$ cat src/design/tcw_pkg.sv
`default_nettype none

package tcw_pkg;

    // Screen geometry.
    localparam int MAX_ROWS = 64;
    localparam int MAX_COLS = 128;
    localparam int ROW_W    = $clog2(MAX_ROWS);
    localparam int COL_W    = $clog2(MAX_COLS);
    localparam int DEPTH    = MAX_ROWS * MAX_COLS;
    localparam int ADDR_W   = $clog2(DEPTH);

    // Configuration register indexes and reset values.
    localparam int CFG_IDX_W = 2;
    localparam logic [CFG_IDX_W-1:0] CFG_ROWS = 2'd0;
    localparam logic [CFG_IDX_W-1:0] CFG_COLS = 2'd1;
    localparam logic [ROW_W:0] ROWS_RESET = 7'd25;
    localparam logic [COL_W:0] COLS_RESET = 8'd80;

    // Operation codes.
    localparam logic [1:0] OP_PUT  = 2'd0;
    localparam logic [1:0] OP_SET  = 2'd1;
    localparam logic [1:0] OP_READ = 2'd2;

    // Character codes.
    localparam logic [7:0] CH_FF    = 8'h0C;
    localparam logic [7:0] CH_CR    = 8'h0D;
    localparam logic [7:0] CH_LF    = 8'h0A;
    localparam logic [7:0] CH_BS    = 8'h08;
    localparam logic [7:0] CH_TAB   = 8'h09;
    localparam logic [7:0] CH_BEL   = 8'h07;
    localparam logic [7:0] CH_SPACE = 8'h20;

    // Decoded item class.
    typedef enum logic [3:0] {
        K_FF, K_CR, K_LF, K_BS, K_BEL, K_PUT, K_SET, K_READ, K_NOP
    } kind_t;

    // Datapath action of one microcode step.
    typedef enum logic [3:0] {
        A_NONE, A_LATCH, A_FF, A_CR, A_LF, A_BS, A_BEL, A_SWEEP_INIT,
        A_SWEEP, A_PUT, A_SET, A_RD_ADDR, A_RD_DATA, A_EMIT
    } act_t;

    // Sequencing condition of one microcode step.
    typedef enum logic [2:0] {
        C_STEP, C_GOTO, C_WAIT_IN, C_IF_ROW_VALID, C_IF_MORE, C_HOLD_BUSY,
        C_DISPATCH
    } cond_t;

    // Microcode addresses.
    typedef enum logic [3:0] {
        S_WAIT, S_DISP, S_FF, S_CR, S_LF, S_BS, S_BEL, S_PUT, S_SWEEP,
        S_WRITE, S_SET, S_RD_ADDR, S_RD_DATA, S_DONE
    } step_t;

    typedef struct packed {
        act_t  act;
        cond_t cond;
        step_t target;
    } uword_t;

    // Status the datapath hands to the sequencer for its jumps.
    typedef struct packed {
        logic  in_valid;
        logic  row_valid;
        logic  sweep_last;
        logic  out_busy;
        kind_t kind;
    } seq_stat_t;

    // The control program.
    function automatic uword_t ucode(input step_t s);
        uword_t w;
        unique case (s)
            S_WAIT:    w = '{act: A_LATCH,      cond: C_WAIT_IN,      target: S_DISP};
            S_DISP:    w = '{act: A_NONE,       cond: C_DISPATCH,     target: S_DONE};
            S_FF:      w = '{act: A_FF,         cond: C_GOTO,         target: S_DONE};
            S_CR:      w = '{act: A_CR,         cond: C_GOTO,         target: S_DONE};
            S_LF:      w = '{act: A_LF,         cond: C_GOTO,         target: S_DONE};
            S_BS:      w = '{act: A_BS,         cond: C_GOTO,         target: S_DONE};
            S_BEL:     w = '{act: A_BEL,        cond: C_GOTO,         target: S_DONE};
            S_PUT:     w = '{act: A_SWEEP_INIT, cond: C_IF_ROW_VALID, target: S_WRITE};
            S_SWEEP:   w = '{act: A_SWEEP,      cond: C_IF_MORE,      target: S_SWEEP};
            S_WRITE:   w = '{act: A_PUT,        cond: C_GOTO,         target: S_DONE};
            S_SET:     w = '{act: A_SET,        cond: C_GOTO,         target: S_DONE};
            S_RD_ADDR: w = '{act: A_RD_ADDR,    cond: C_STEP,         target: S_RD_DATA};
            S_RD_DATA: w = '{act: A_RD_DATA,    cond: C_STEP,         target: S_DONE};
            S_DONE:    w = '{act: A_EMIT,       cond: C_HOLD_BUSY,    target: S_WAIT};
            default:   w = '{act: A_NONE,       cond: C_GOTO,         target: S_WAIT};
        endcase
        return w;
    endfunction

    // Entry step of each item class.
    function automatic step_t entry_step(input kind_t k);
        step_t s;
        unique case (k)
            K_FF:    s = S_FF;
            K_CR:    s = S_CR;
            K_LF:    s = S_LF;
            K_BS:    s = S_BS;
            K_BEL:   s = S_BEL;
            K_PUT:   s = S_PUT;
            K_SET:   s = S_SET;
            K_READ:  s = S_RD_ADDR;
            default: s = S_DONE;
        endcase
        return s;
    endfunction

    // Classify an incoming word.
    function automatic kind_t decode_kind(input logic [1:0] op, input logic [7:0] ch);
        kind_t k;
        if (op == OP_PUT) begin
            if (ch == CH_FF)       k = K_FF;
            else if (ch == CH_CR)  k = K_CR;
            else if (ch == CH_LF)  k = K_LF;
            else if (ch == CH_BS)  k = K_BS;
            else if (ch == CH_BEL) k = K_BEL;
            else                   k = K_PUT;
        end
        else if (op == OP_SET) begin
            k = K_SET;
        end
        else if (op == OP_READ) begin
            k = K_READ;
        end
        else begin
            k = K_NOP;
        end
        return k;
    endfunction

    // Physical row of a logical row on the ring.
    function automatic logic [ROW_W-1:0] phys_row(input logic [ROW_W-1:0] base,
                                                  input logic [ROW_W-1:0] ofs);
        logic [ROW_W:0] sum;
        sum = {1'b0, base} + {1'b0, ofs};
        if (sum >= (ROW_W+1)'(MAX_ROWS)) begin
            sum = sum - (ROW_W+1)'(MAX_ROWS);
        end
        return sum[ROW_W-1:0];
    endfunction

    // Store address of a physical row and a column.
    function automatic logic [ADDR_W-1:0] cell_addr(input logic [ROW_W-1:0] prow,
                                                    input logic [COL_W-1:0] col);
        return ADDR_W'(prow) * ADDR_W'(MAX_COLS) + ADDR_W'(col);
    endfunction

endpackage

`default_nettype wire

$ cat src/design/tcw_seq.sv
`default_nettype none

module tcw_seq
    import tcw_pkg::*;
(
    input  wire logic      clk,
    input  wire logic      rst_n,
    input  wire seq_stat_t stat,
    output step_t          step,
    output uword_t         uword
);

    step_t step_reg;
    step_t step_next;
    step_t step_inc;

    // Fetch the control word of the current step.
    always_comb
    begin
        uword = ucode(step_reg);
        step  = step_reg;
    end

    // Choose the next step from the condition field.
    always_comb
    begin
        step_inc = step_t'(step_reg + 4'd1);
        unique case (uword.cond)
            C_STEP:         step_next = step_inc;
            C_GOTO:         step_next = uword.target;
            C_WAIT_IN:      step_next = stat.in_valid ? step_inc : step_reg;
            C_IF_ROW_VALID: step_next = stat.row_valid ? uword.target : step_inc;
            C_IF_MORE:      step_next = stat.sweep_last ? step_inc : uword.target;
            C_HOLD_BUSY:    step_next = stat.out_busy ? step_reg : uword.target;
            C_DISPATCH:     step_next = entry_step(stat.kind);
            default:        step_next = S_WAIT;
        endcase
    end

    // Step counter.
    always_ff @(posedge clk or negedge rst_n)
    begin
        if (!rst_n) begin
            step_reg <= S_WAIT;
        end
        else begin
            step_reg <= step_next;
        end
    end

endmodule

`default_nettype wire

$ cat config.mk
export PLATFORM = sky130hd
export DESIGN_NAME = tcw_seq
export DESIGN_NICKNAME = d
export VERILOG_FILES = /design/src/design/tcw_pkg.sv /design/src/design/tcw_seq.sv
export SDC_FILE = /design/constraint.sdc
export NUM_CORES = 1
export LEC_CHECK = 0
export BUFFER_PORTS_ARGS = -buffer_cell sky130_fd_sc_hd__buf_2
export CAP_MARGIN = 10
export CORE_ASPECT_RATIO = 1.1
export CORE_MARGIN = 2
export CORE_UTILIZATION = 40
export CTS_BUF_LIST = sky130_fd_sc_hd__clkbuf_8
export DETAILED_ROUTE_END_ITERATION = 7
export HOLD_SLACK_MARGIN = 0.05
export PLACE_DENSITY = 0.65
export SYNTH_ARGS = -nofsm -noshare
export SYNTH_HDL_FRONTEND = slang
export SYNTH_SLANG_ARGS = --single-unit
$ cat constraint.sdc
create_clock -name clk -period 2 [get_ports clk]
set_input_delay 0 -clock clk [delete_from_list [all_inputs] [get_ports clk]]
set_output_delay 0 -clock clk [all_outputs]
set_load 0.03 [all_outputs]
Word-level counts from Yosys, hierarchy flattened
Memory sizes are Yosys's and may differ from the RTL's.
Cells that the tools add are included.
- $mul: 0
- bitwise operators: 0
- $add $sub $neg: 1
- order comparisons: 0
- divide/modulo/power cells: 0
- shift operators: 0
- reductions and logical operators: 2
- muxes and demuxes: 6
- eq/ne operators: 8
- operators with widths (operator ; count):
    4-bit case mux with 7 select lines ; 1
    4-bit 2-to-1 mux ; 5
    3-bit equality test (second input constant) ; 3
    3-bit by 2-bit equality test with 1-bit output (second input constant) ; 2
    4-bit by 1-bit adder with 4-bit output (second input constant) ; 1
    2-bit != test (second input constant) ; 2
    3-bit by 1-bit equality test with 1-bit output (second input constant) ; 1
    3-bit logical NOT ; 1
    2-bit AND reduction ; 1
- memory bits (read-only): 192
- RAM bits: 0
- memories: 2
- latch bits: 0
- word-level logic and storage cells: 20
- register bits after elaboration: 4
- memories (memory ; depth ; width ; read ports ; clocked after memory_dff ; wr ports ; line ; RTL):
    (name not given) ; 16 ; 10 ; 1 ; 0 ; 0 ; tcw_pkg.sv:75 ; unique case (s)
    (name not given) ; 8 ; 4 ; 1 ; 0 ; 0 ; tcw_pkg.sv:98 ; unique case (k)

Depth between registers and ports, before layout
Gate-level depths: netlist of the first run.
An unclocked memory read counts as a cell.
- depth in word-level cells: 4
- mapped depth: 8
- gate-level depth less buffers: 7

Worst setup path after synthesis of the first run
OpenSTA, ideal clock, no wires.
- path type: flip-flop to flip-flop
- start point: reg step_reg[0] (netlist: step[0])
- end point: reg step_reg[3] (netlist: step[3])
- cell stages (with the launch flop): 8
- slack: -0.602 ns
- data required time: 1.879 ns
- data arrival time: 2.481 ns
- path buffers: 0
- cell sequence: dfrtp_1 -> inv_1 -> ha_1 -> nand2b_1 -> a31oi_1 -> a2bb2oi_1 -> o21ai_1 -> a22o_1
- RTL lines (element ; line ; RTL):
    start: declaration ; tcw_seq.sv:13 ; step_t step_reg;
    start signal: assignment ; tcw_seq.sv:47 ; step_reg <= step_next;

Worst setup path in the final report of the first run
- start point: reg step_reg[0] (netlist: step[0])
- end point: reg step_reg[2] (netlist: step[2])
- word-level cells in the longest chain between the ends: 4
- elaborated cells between the ends (all ways): 17
- RTL lines (element ; line ; RTL):
    memory read 16 x 10 bit ; - ;
    3-bit by 2-bit equality test with 1-bit output / 3-bit equality test (equally long branches) ; tcw_seq.sv:28 ; unique case (uword.cond)
    2-bit != test (no line) ; - ;
    2-bit AND reduction (no line) ; - ;
Several ways; a longest one is shown, not always the timed one. The select of a mux whose other input is x is not followed.
A chain may end at the register's enable or synchronous reset.

==> results.sh, run 1 <==
export IMPL_dpl_cell_count=136
export IMPL_antenna_found_initial=0
export IMPL_grt_usage_pct=22.5
export IMPL_r2r_slack_ns=-0.04
export IMPL_cts_root_buffer_cell="clkbuf_8"
export IMPL_area_growth_pct=49.5
export IMPL_fin_util_pct=62.9
export IMPL_slew_viol_final=0
export IMPL_synthFlopType="dfrtp_1"
export IMPL_clock_latency_ns=0.23
export IMPL_drive_gt1_share_pct=48.8
export IMPL_grt_max_degree=24
export IMPL_synthArstFlopShare_pct=100
export IMPL_startpoint="step[0]$_DFFE_PN0P_"
export IMPL_ys_ff_latch=4
export IMPL_drt_total_wl_mm=2.23
export IMPL_failed_checks="negative setup slack"
export IMPL_crit_type="register to register"
export IMPL_pre_cts_ws_ns=-0.0357
export IMPL_syn_instance_count=90
export IMPL_rsz0062_at_grt="yes"
export IMPL_hpwl_mm=1.68
export IMPL_final_instance_count_excl_fill=147
export IMPL_n_antenna_cell=0
export IMPL_drtAntennaViolNets=0
export IMPL_worstHoldPathType="input port to async pin"
export IMPL_cp_arrival_ns=2.13
export IMPL_cts_tree="built"
export IMPL_avgSynthCellArea_um2=8.23
export IMPL_setup_viol=4
export IMPL_die_w_um=45.0
export IMPL_drt_initial_drc_count=18
export IMPL_skew_ns=0.0139
export IMPL_min_period_ns=2.04
export IMPL_period_share_pct=102
export IMPL_fill_cells=164
export IMPL_crit_path_max_fanout=6
export IMPL_initial_core_util_pct=42.0
export IMPL_gp_congestion=0.836
export IMPL_cp_end_kind="register"
export IMPL_synth_warnings=0
export IMPL_numCtsBuffers=3
export IMPL_status="complete, but fails checks"
export IMPL_drc=0
export IMPL_die_h_um=49.1
export IMPL_coreArea_um2=1760
export IMPL_yosysUniqueCellTypes=46
export IMPL_largest_reg_flops=4
export IMPL_port_buffers=23
export IMPL_syn_nets=107
export IMPL_required_ns=2.10
export IMPL_fin_ws_ns=-0.0384
export IMPL_grt_pass1_wl_mm=3.66
export IMPL_wl_per_cell_um=15.1
export IMPL_htreeDepth=1
export IMPL_drv_cap=0
export IMPL_timing_rr_end="step[2]$_DFFE_PN0P_"
export IMPL_die_area_um2=2210
export IMPL_grt_pass1_vias=800
export IMPL_fin_nets=147
export IMPL_cp_start_kind="register"
export IMPL_synth_area_um2=741
export IMPL_fmax_ghz=0.491
export IMPL_synth_edff_count=0
export IMPL_vias_per_cell=5.62
export IMPL_reg2regPathDepth=7
export IMPL_rows=16
export IMPL_seq_area_frac_synth_pct=13.5
export IMPL_grt_overflow=0
export IMPL_synth_top_cell_by_area="dfrtp_1"
export IMPL_synth_top_cell_area_share_pct=13.5
export IMPL_r2r_start="step[0]$_DFFE_PN0P_"
export IMPL_critical_path_endpoint="step[2]$_DFFE_PN0P_"
export IMPL_cts_sinks=4
export IMPL_dr_pass1_iters=4
export IMPL_clkTransAtPathRegs_ns=0.04
export IMPL_vias=826
export IMPL_clockBufferDepth=2
export IMPL_ios=25
export IMPL_synthTopCellsByArea="dfrtp_1, ha_1, nor2_1, o22a_1, buf_6"
export IMPL_hold_violations=0
-- logic make-up after synthesis --
group | Yosys count | synth area share (%)
AOI/OAI and AO/OA | 28 | 32.4
xor gates and xnor gates | 1 | 1.18
adders and majority gates | 7 | 11.8
buffers and inverters | 12 | 10.1
DFF | 4 | 13.5
muxes | 3 | 6.42
other | 1 | 0.506
and+or+nand+nor | 34 | 24.0
-- worst min path at each step --
stage / cells past startpoint / startpoint / slack (ns) / to
final: 2 / rst_n / 0.11 / step[1]$_DFFE_PN0P_
after global routing: 2 / rst_n / 0.14 / step[1]$_DFFE_PN0P_
after CTS: 2 / rst_n / 0.11 / step[1]$_DFFE_PN0P_
after detailed placement: 1 / rst_n / -0.19 / step[3]$_DFFE_PN0P_
after global placement: 1 / rst_n / -0.19 / step[2]$_DFFE_PN0P_
after floorplan: 0 / rst_n / -0.30 / step[0]$_DFFE_PN0P_
-- stage by stage --
stage	setup TNS, ns	hold slack, ns	cell area [um2]
after floorplan	-0.285	-0.296	803
after global placement	0	-0.187	983
after detailed placement	-0.0546	-0.187	983
after CTS	-0.105	0.114	1080
after global routing	-0.238	0.145	1110
final	-0.0676	0.111	1110
-- timing repair --
action,4_1_cts,5_1_grt
gates resized for setup,1,3
endpoints found under the hold margin,4,0
pin swaps,3,2
hold buffers,1,0
endpoints found under the setup margin,3,4
buffers inserted,5,1
-- cell type report --
type	instances	area [um2]	area share (%)
multi-input combinational	74	638	57.6
timing repair buffer	41	269	24.3
sequential	4	103	9.27
clock buffer	3	41.3	3.73
inverter	6	30.0	2.71
tap	18	22.5	2.03
clock inverter	1	3.75	0.339
-- Yosys cell counts (2+ instances only) --
master,n
a21boi_0,2
inv_1,5
o22a_1,4
a31oi_1,2
nor2b_1,2
buf_6,3
nand2b_1,3
dfrtp_1,4
nor3_1,2
nor2_1,10
ha_1,7
nand3_1,2
nand2_1,7
a21oi_1,5
-- metal layers --
metal	GRT usage, %	share of wire [%]	up-vias	wire length, um
met5	0	0	-	0
met4	8.33	0	0	0
met3	2.59	4.0	0	89
met2	35.7	51	25	1140
met1	30.5	45	391	1000
li1	-	-	410	-
-- critical path, stage by stage (launching register included) --
cell      delay (ns)
dfrtp_2         0.43
buf_6           0.14
ha_4            0.16
mux2_4          0.25
a22o_4          0.26
a32oi_4         0.33
o311ai_2        0.17
o22a_1          0.17
-- layout by cell type, fill, tap and decap left out, drive strengths merged, types with 3 or more instances in the layout --
cell / Yosys / routed
a21oi: 5 / 5
a31oi: 3 / 3
buf: 4 / 40
clkbuf: 2 / 3
dfrtp: 4 / 4
ha: 7 / 7
inv: 6 / 7
nand2: 7 / 7
nand2b: 3 / 3
nor2: 10 / 10
nor3: 3 / 3
o22a: 4 / 4
Power of run 1 is left out: the tool's default activity adds up to more than one toggle a clock period on the data nets, which glitch-free logic cannot reach.
==> inputs of run 2 (changes only) <==
--- a/config.mk
+++ b/config.mk
@@ -7,13 +7,15 @@
 export LEC_CHECK = 0
 export BUFFER_PORTS_ARGS = -buffer_cell sky130_fd_sc_hd__buf_2
 export CAP_MARGIN = 10
+export CELL_PAD_IN_SITES_DETAIL_PLACEMENT = 1
+export CELL_PAD_IN_SITES_GLOBAL_PLACEMENT = 2
 export CORE_ASPECT_RATIO = 1.1
 export CORE_MARGIN = 2
-export CORE_UTILIZATION = 40
+export CORE_UTILIZATION = 26
 export CTS_BUF_LIST = sky130_fd_sc_hd__clkbuf_8
 export DETAILED_ROUTE_END_ITERATION = 7
 export HOLD_SLACK_MARGIN = 0.05
-export PLACE_DENSITY = 0.65
+export PLACE_DENSITY = 0.74
 export SYNTH_ARGS = -nofsm -noshare
 export SYNTH_HDL_FRONTEND = slang
 export SYNTH_SLANG_ARGS = --single-unit
==> results.sh, run 2 (synthesis results as in run 1) <==
export IMPL_drtAntennaViolNets=0
export IMPL_reg2regPathDepth=6
export IMPL_grt_pass1_vias=787
export IMPL_fin_util_pct=38.6
export IMPL_setup_viol=2
export IMPL_grt_max_degree=12
export IMPL_cts_sinks=4
export IMPL_fmax_ghz=0.490
export IMPL_drt_total_wl_mm=2.38
export IMPL_fin_ws_ns=-0.0418
export IMPL_port_buffers=23
export IMPL_rsz0062_at_grt="yes"
export IMPL_drt_initial_drc_count=14
export IMPL_status="complete, but fails checks"
export IMPL_dr_pass1_iters=4
export IMPL_clkTransAtPathRegs_ns=0.03
export IMPL_period_share_pct=102
export IMPL_fin_nets=142
export IMPL_skew_ns=0.00415
export IMPL_ios=25
export IMPL_grt_pass1_wl_mm=3.92
export IMPL_r2r_start="step[0]$_DFFE_PN0P_"
export IMPL_vias_per_cell=5.20
export IMPL_slew_viol_final=0
export IMPL_failed_checks="negative setup slack"
export IMPL_cts_root_buffer_cell="clkbuf_8"
export IMPL_vias=811
export IMPL_r2r_slack_ns=-0.04
export IMPL_worstHoldPathType="input port to async pin"
export IMPL_crit_path_max_fanout=5
export IMPL_numCtsBuffers=3
export IMPL_htreeDepth=1
export IMPL_rows=20
export IMPL_initial_core_util_pct=27.2
export IMPL_crit_slowest_cell="mux4_2"
export IMPL_grt_usage_pct=16.6
export IMPL_cp_cell_sequence="inv_4, ha_4, mux4_2, a32oi_4, o311ai_1, o22a_1"
export IMPL_die_w_um=54.9
export IMPL_cp_end_kind="register"
export IMPL_coreArea_um2=2730
export IMPL_n_antenna_cell=0
export IMPL_clockBufferDepth=2
export IMPL_drc=0
export IMPL_die_area_um2=3290
export IMPL_slowest_delay_ns=0.49
export IMPL_min_period_ns=2.04
export IMPL_crit_type="register to register"
export IMPL_grt_overflow=0
export IMPL_final_common_cell="buf_2"
export IMPL_hold_violations=0
export IMPL_drive_gt1_share_pct=44.7
export IMPL_startpoint="step[0]$_DFFE_PN0P_"
export IMPL_gp_congestion=0.830
export IMPL_hpwl_mm=1.94
export IMPL_antenna_found_initial=0
export IMPL_largest_reg_flops=4
export IMPL_cp_arrival_ns=2.13
export IMPL_required_ns=2.08
export IMPL_cts_tree="built"
export IMPL_die_h_um=60.0
export IMPL_final_cell_mix="buf_2, buf_4, nor2_1, nand2_1, a21oi_1"
export IMPL_timing_rr_end="step[2]$_DFFE_PN0P_"
export IMPL_drv_cap=0
export IMPL_area_growth_pct=42.1
export IMPL_wl_per_cell_um=15.2
export IMPL_clock_latency_ns=0.22
export IMPL_cp_start_kind="register"
==> run 2: changes by cell type in the layout (fill, tap and decap cells not counted), sizes merged <==
cell  change
inv       -1
buf       -5
==> run 2: cell type report <==
type                    count  area (um2)
well taps                  33        41.3
clock buffers               3        41.3
multi-input cells          74         618
repair buffers             36         219
inverters                   6        30.0
flip-flops and latches      4         103
fillers                   357        1680
==> run 2: per-layer routing <==
metal	vias up	share of wire (%)	GRT usage (%)
met2	23	49	26.9
li1	395	-	-
met4	0	0.29	4.18
met3	2	3.6	2.25
met5	-	0	0
met1	391	47	22.9
==> run 2: worst max path at each step <==
stage               slack (ns)  depth (start not counted)                   to
floorplan                -0.10                          8  step[2]$_DFFE_PN0P_
global placement          0.01                          6  step[2]$_DFFE_PN0P_
detailed placement       -0.02                          6  step[2]$_DFFE_PN0P_
CTS                      -0.01                          6  step[2]$_DFFE_PN0P_
global route             -0.09                          6  step[2]$_DFFE_PN0P_
finish                   -0.04                          6  step[2]$_DFFE_PN0P_
==> run 2: repair_timing <==
action	4_1_cts	5_1_grt
hold buffers	1	0
gates resized for setup	0	1
setup endpoints to repair	3	4
endpoints found under the hold margin	4	0
setup buffers	1	0
==> run 2: stage by stage <==
step / setup TNS (ns) / hold WS [ns] / instance area [um2] / worst slack [ns] / instances
after floorplan: -0.285 / -0.296 / 803 / -0.104 / 90
after global placement: 0 / -0.193 / 990 / 0.0132 / 151
after detailed placement: -0.0196 / -0.193 / 990 / -0.0196 / 151
after CTS: -0.0104 / 0.112 / 1050 / -0.0104 / 156
after global routing: -0.285 / 0.124 / 1050 / -0.0893 / 156
final: -0.0449 / 0.108 / 1050 / -0.0418 / 156
==> run 2: critical path, delay by kind of cell (launching register included) <==
| kind | cells | cell delay (ns) |
|---|---|---|
| flip-flops | 1 | 0.46 |
| multiplexers | 1 | 0.49 |
| AO/OA/AOI/OAI | 3 | 0.62 |
| buffers and inverters | 1 | 0.11 |
| adder cells (fa/ha/maj) | 1 | 0.22 |
Power of run 2 is left out for the same reason.
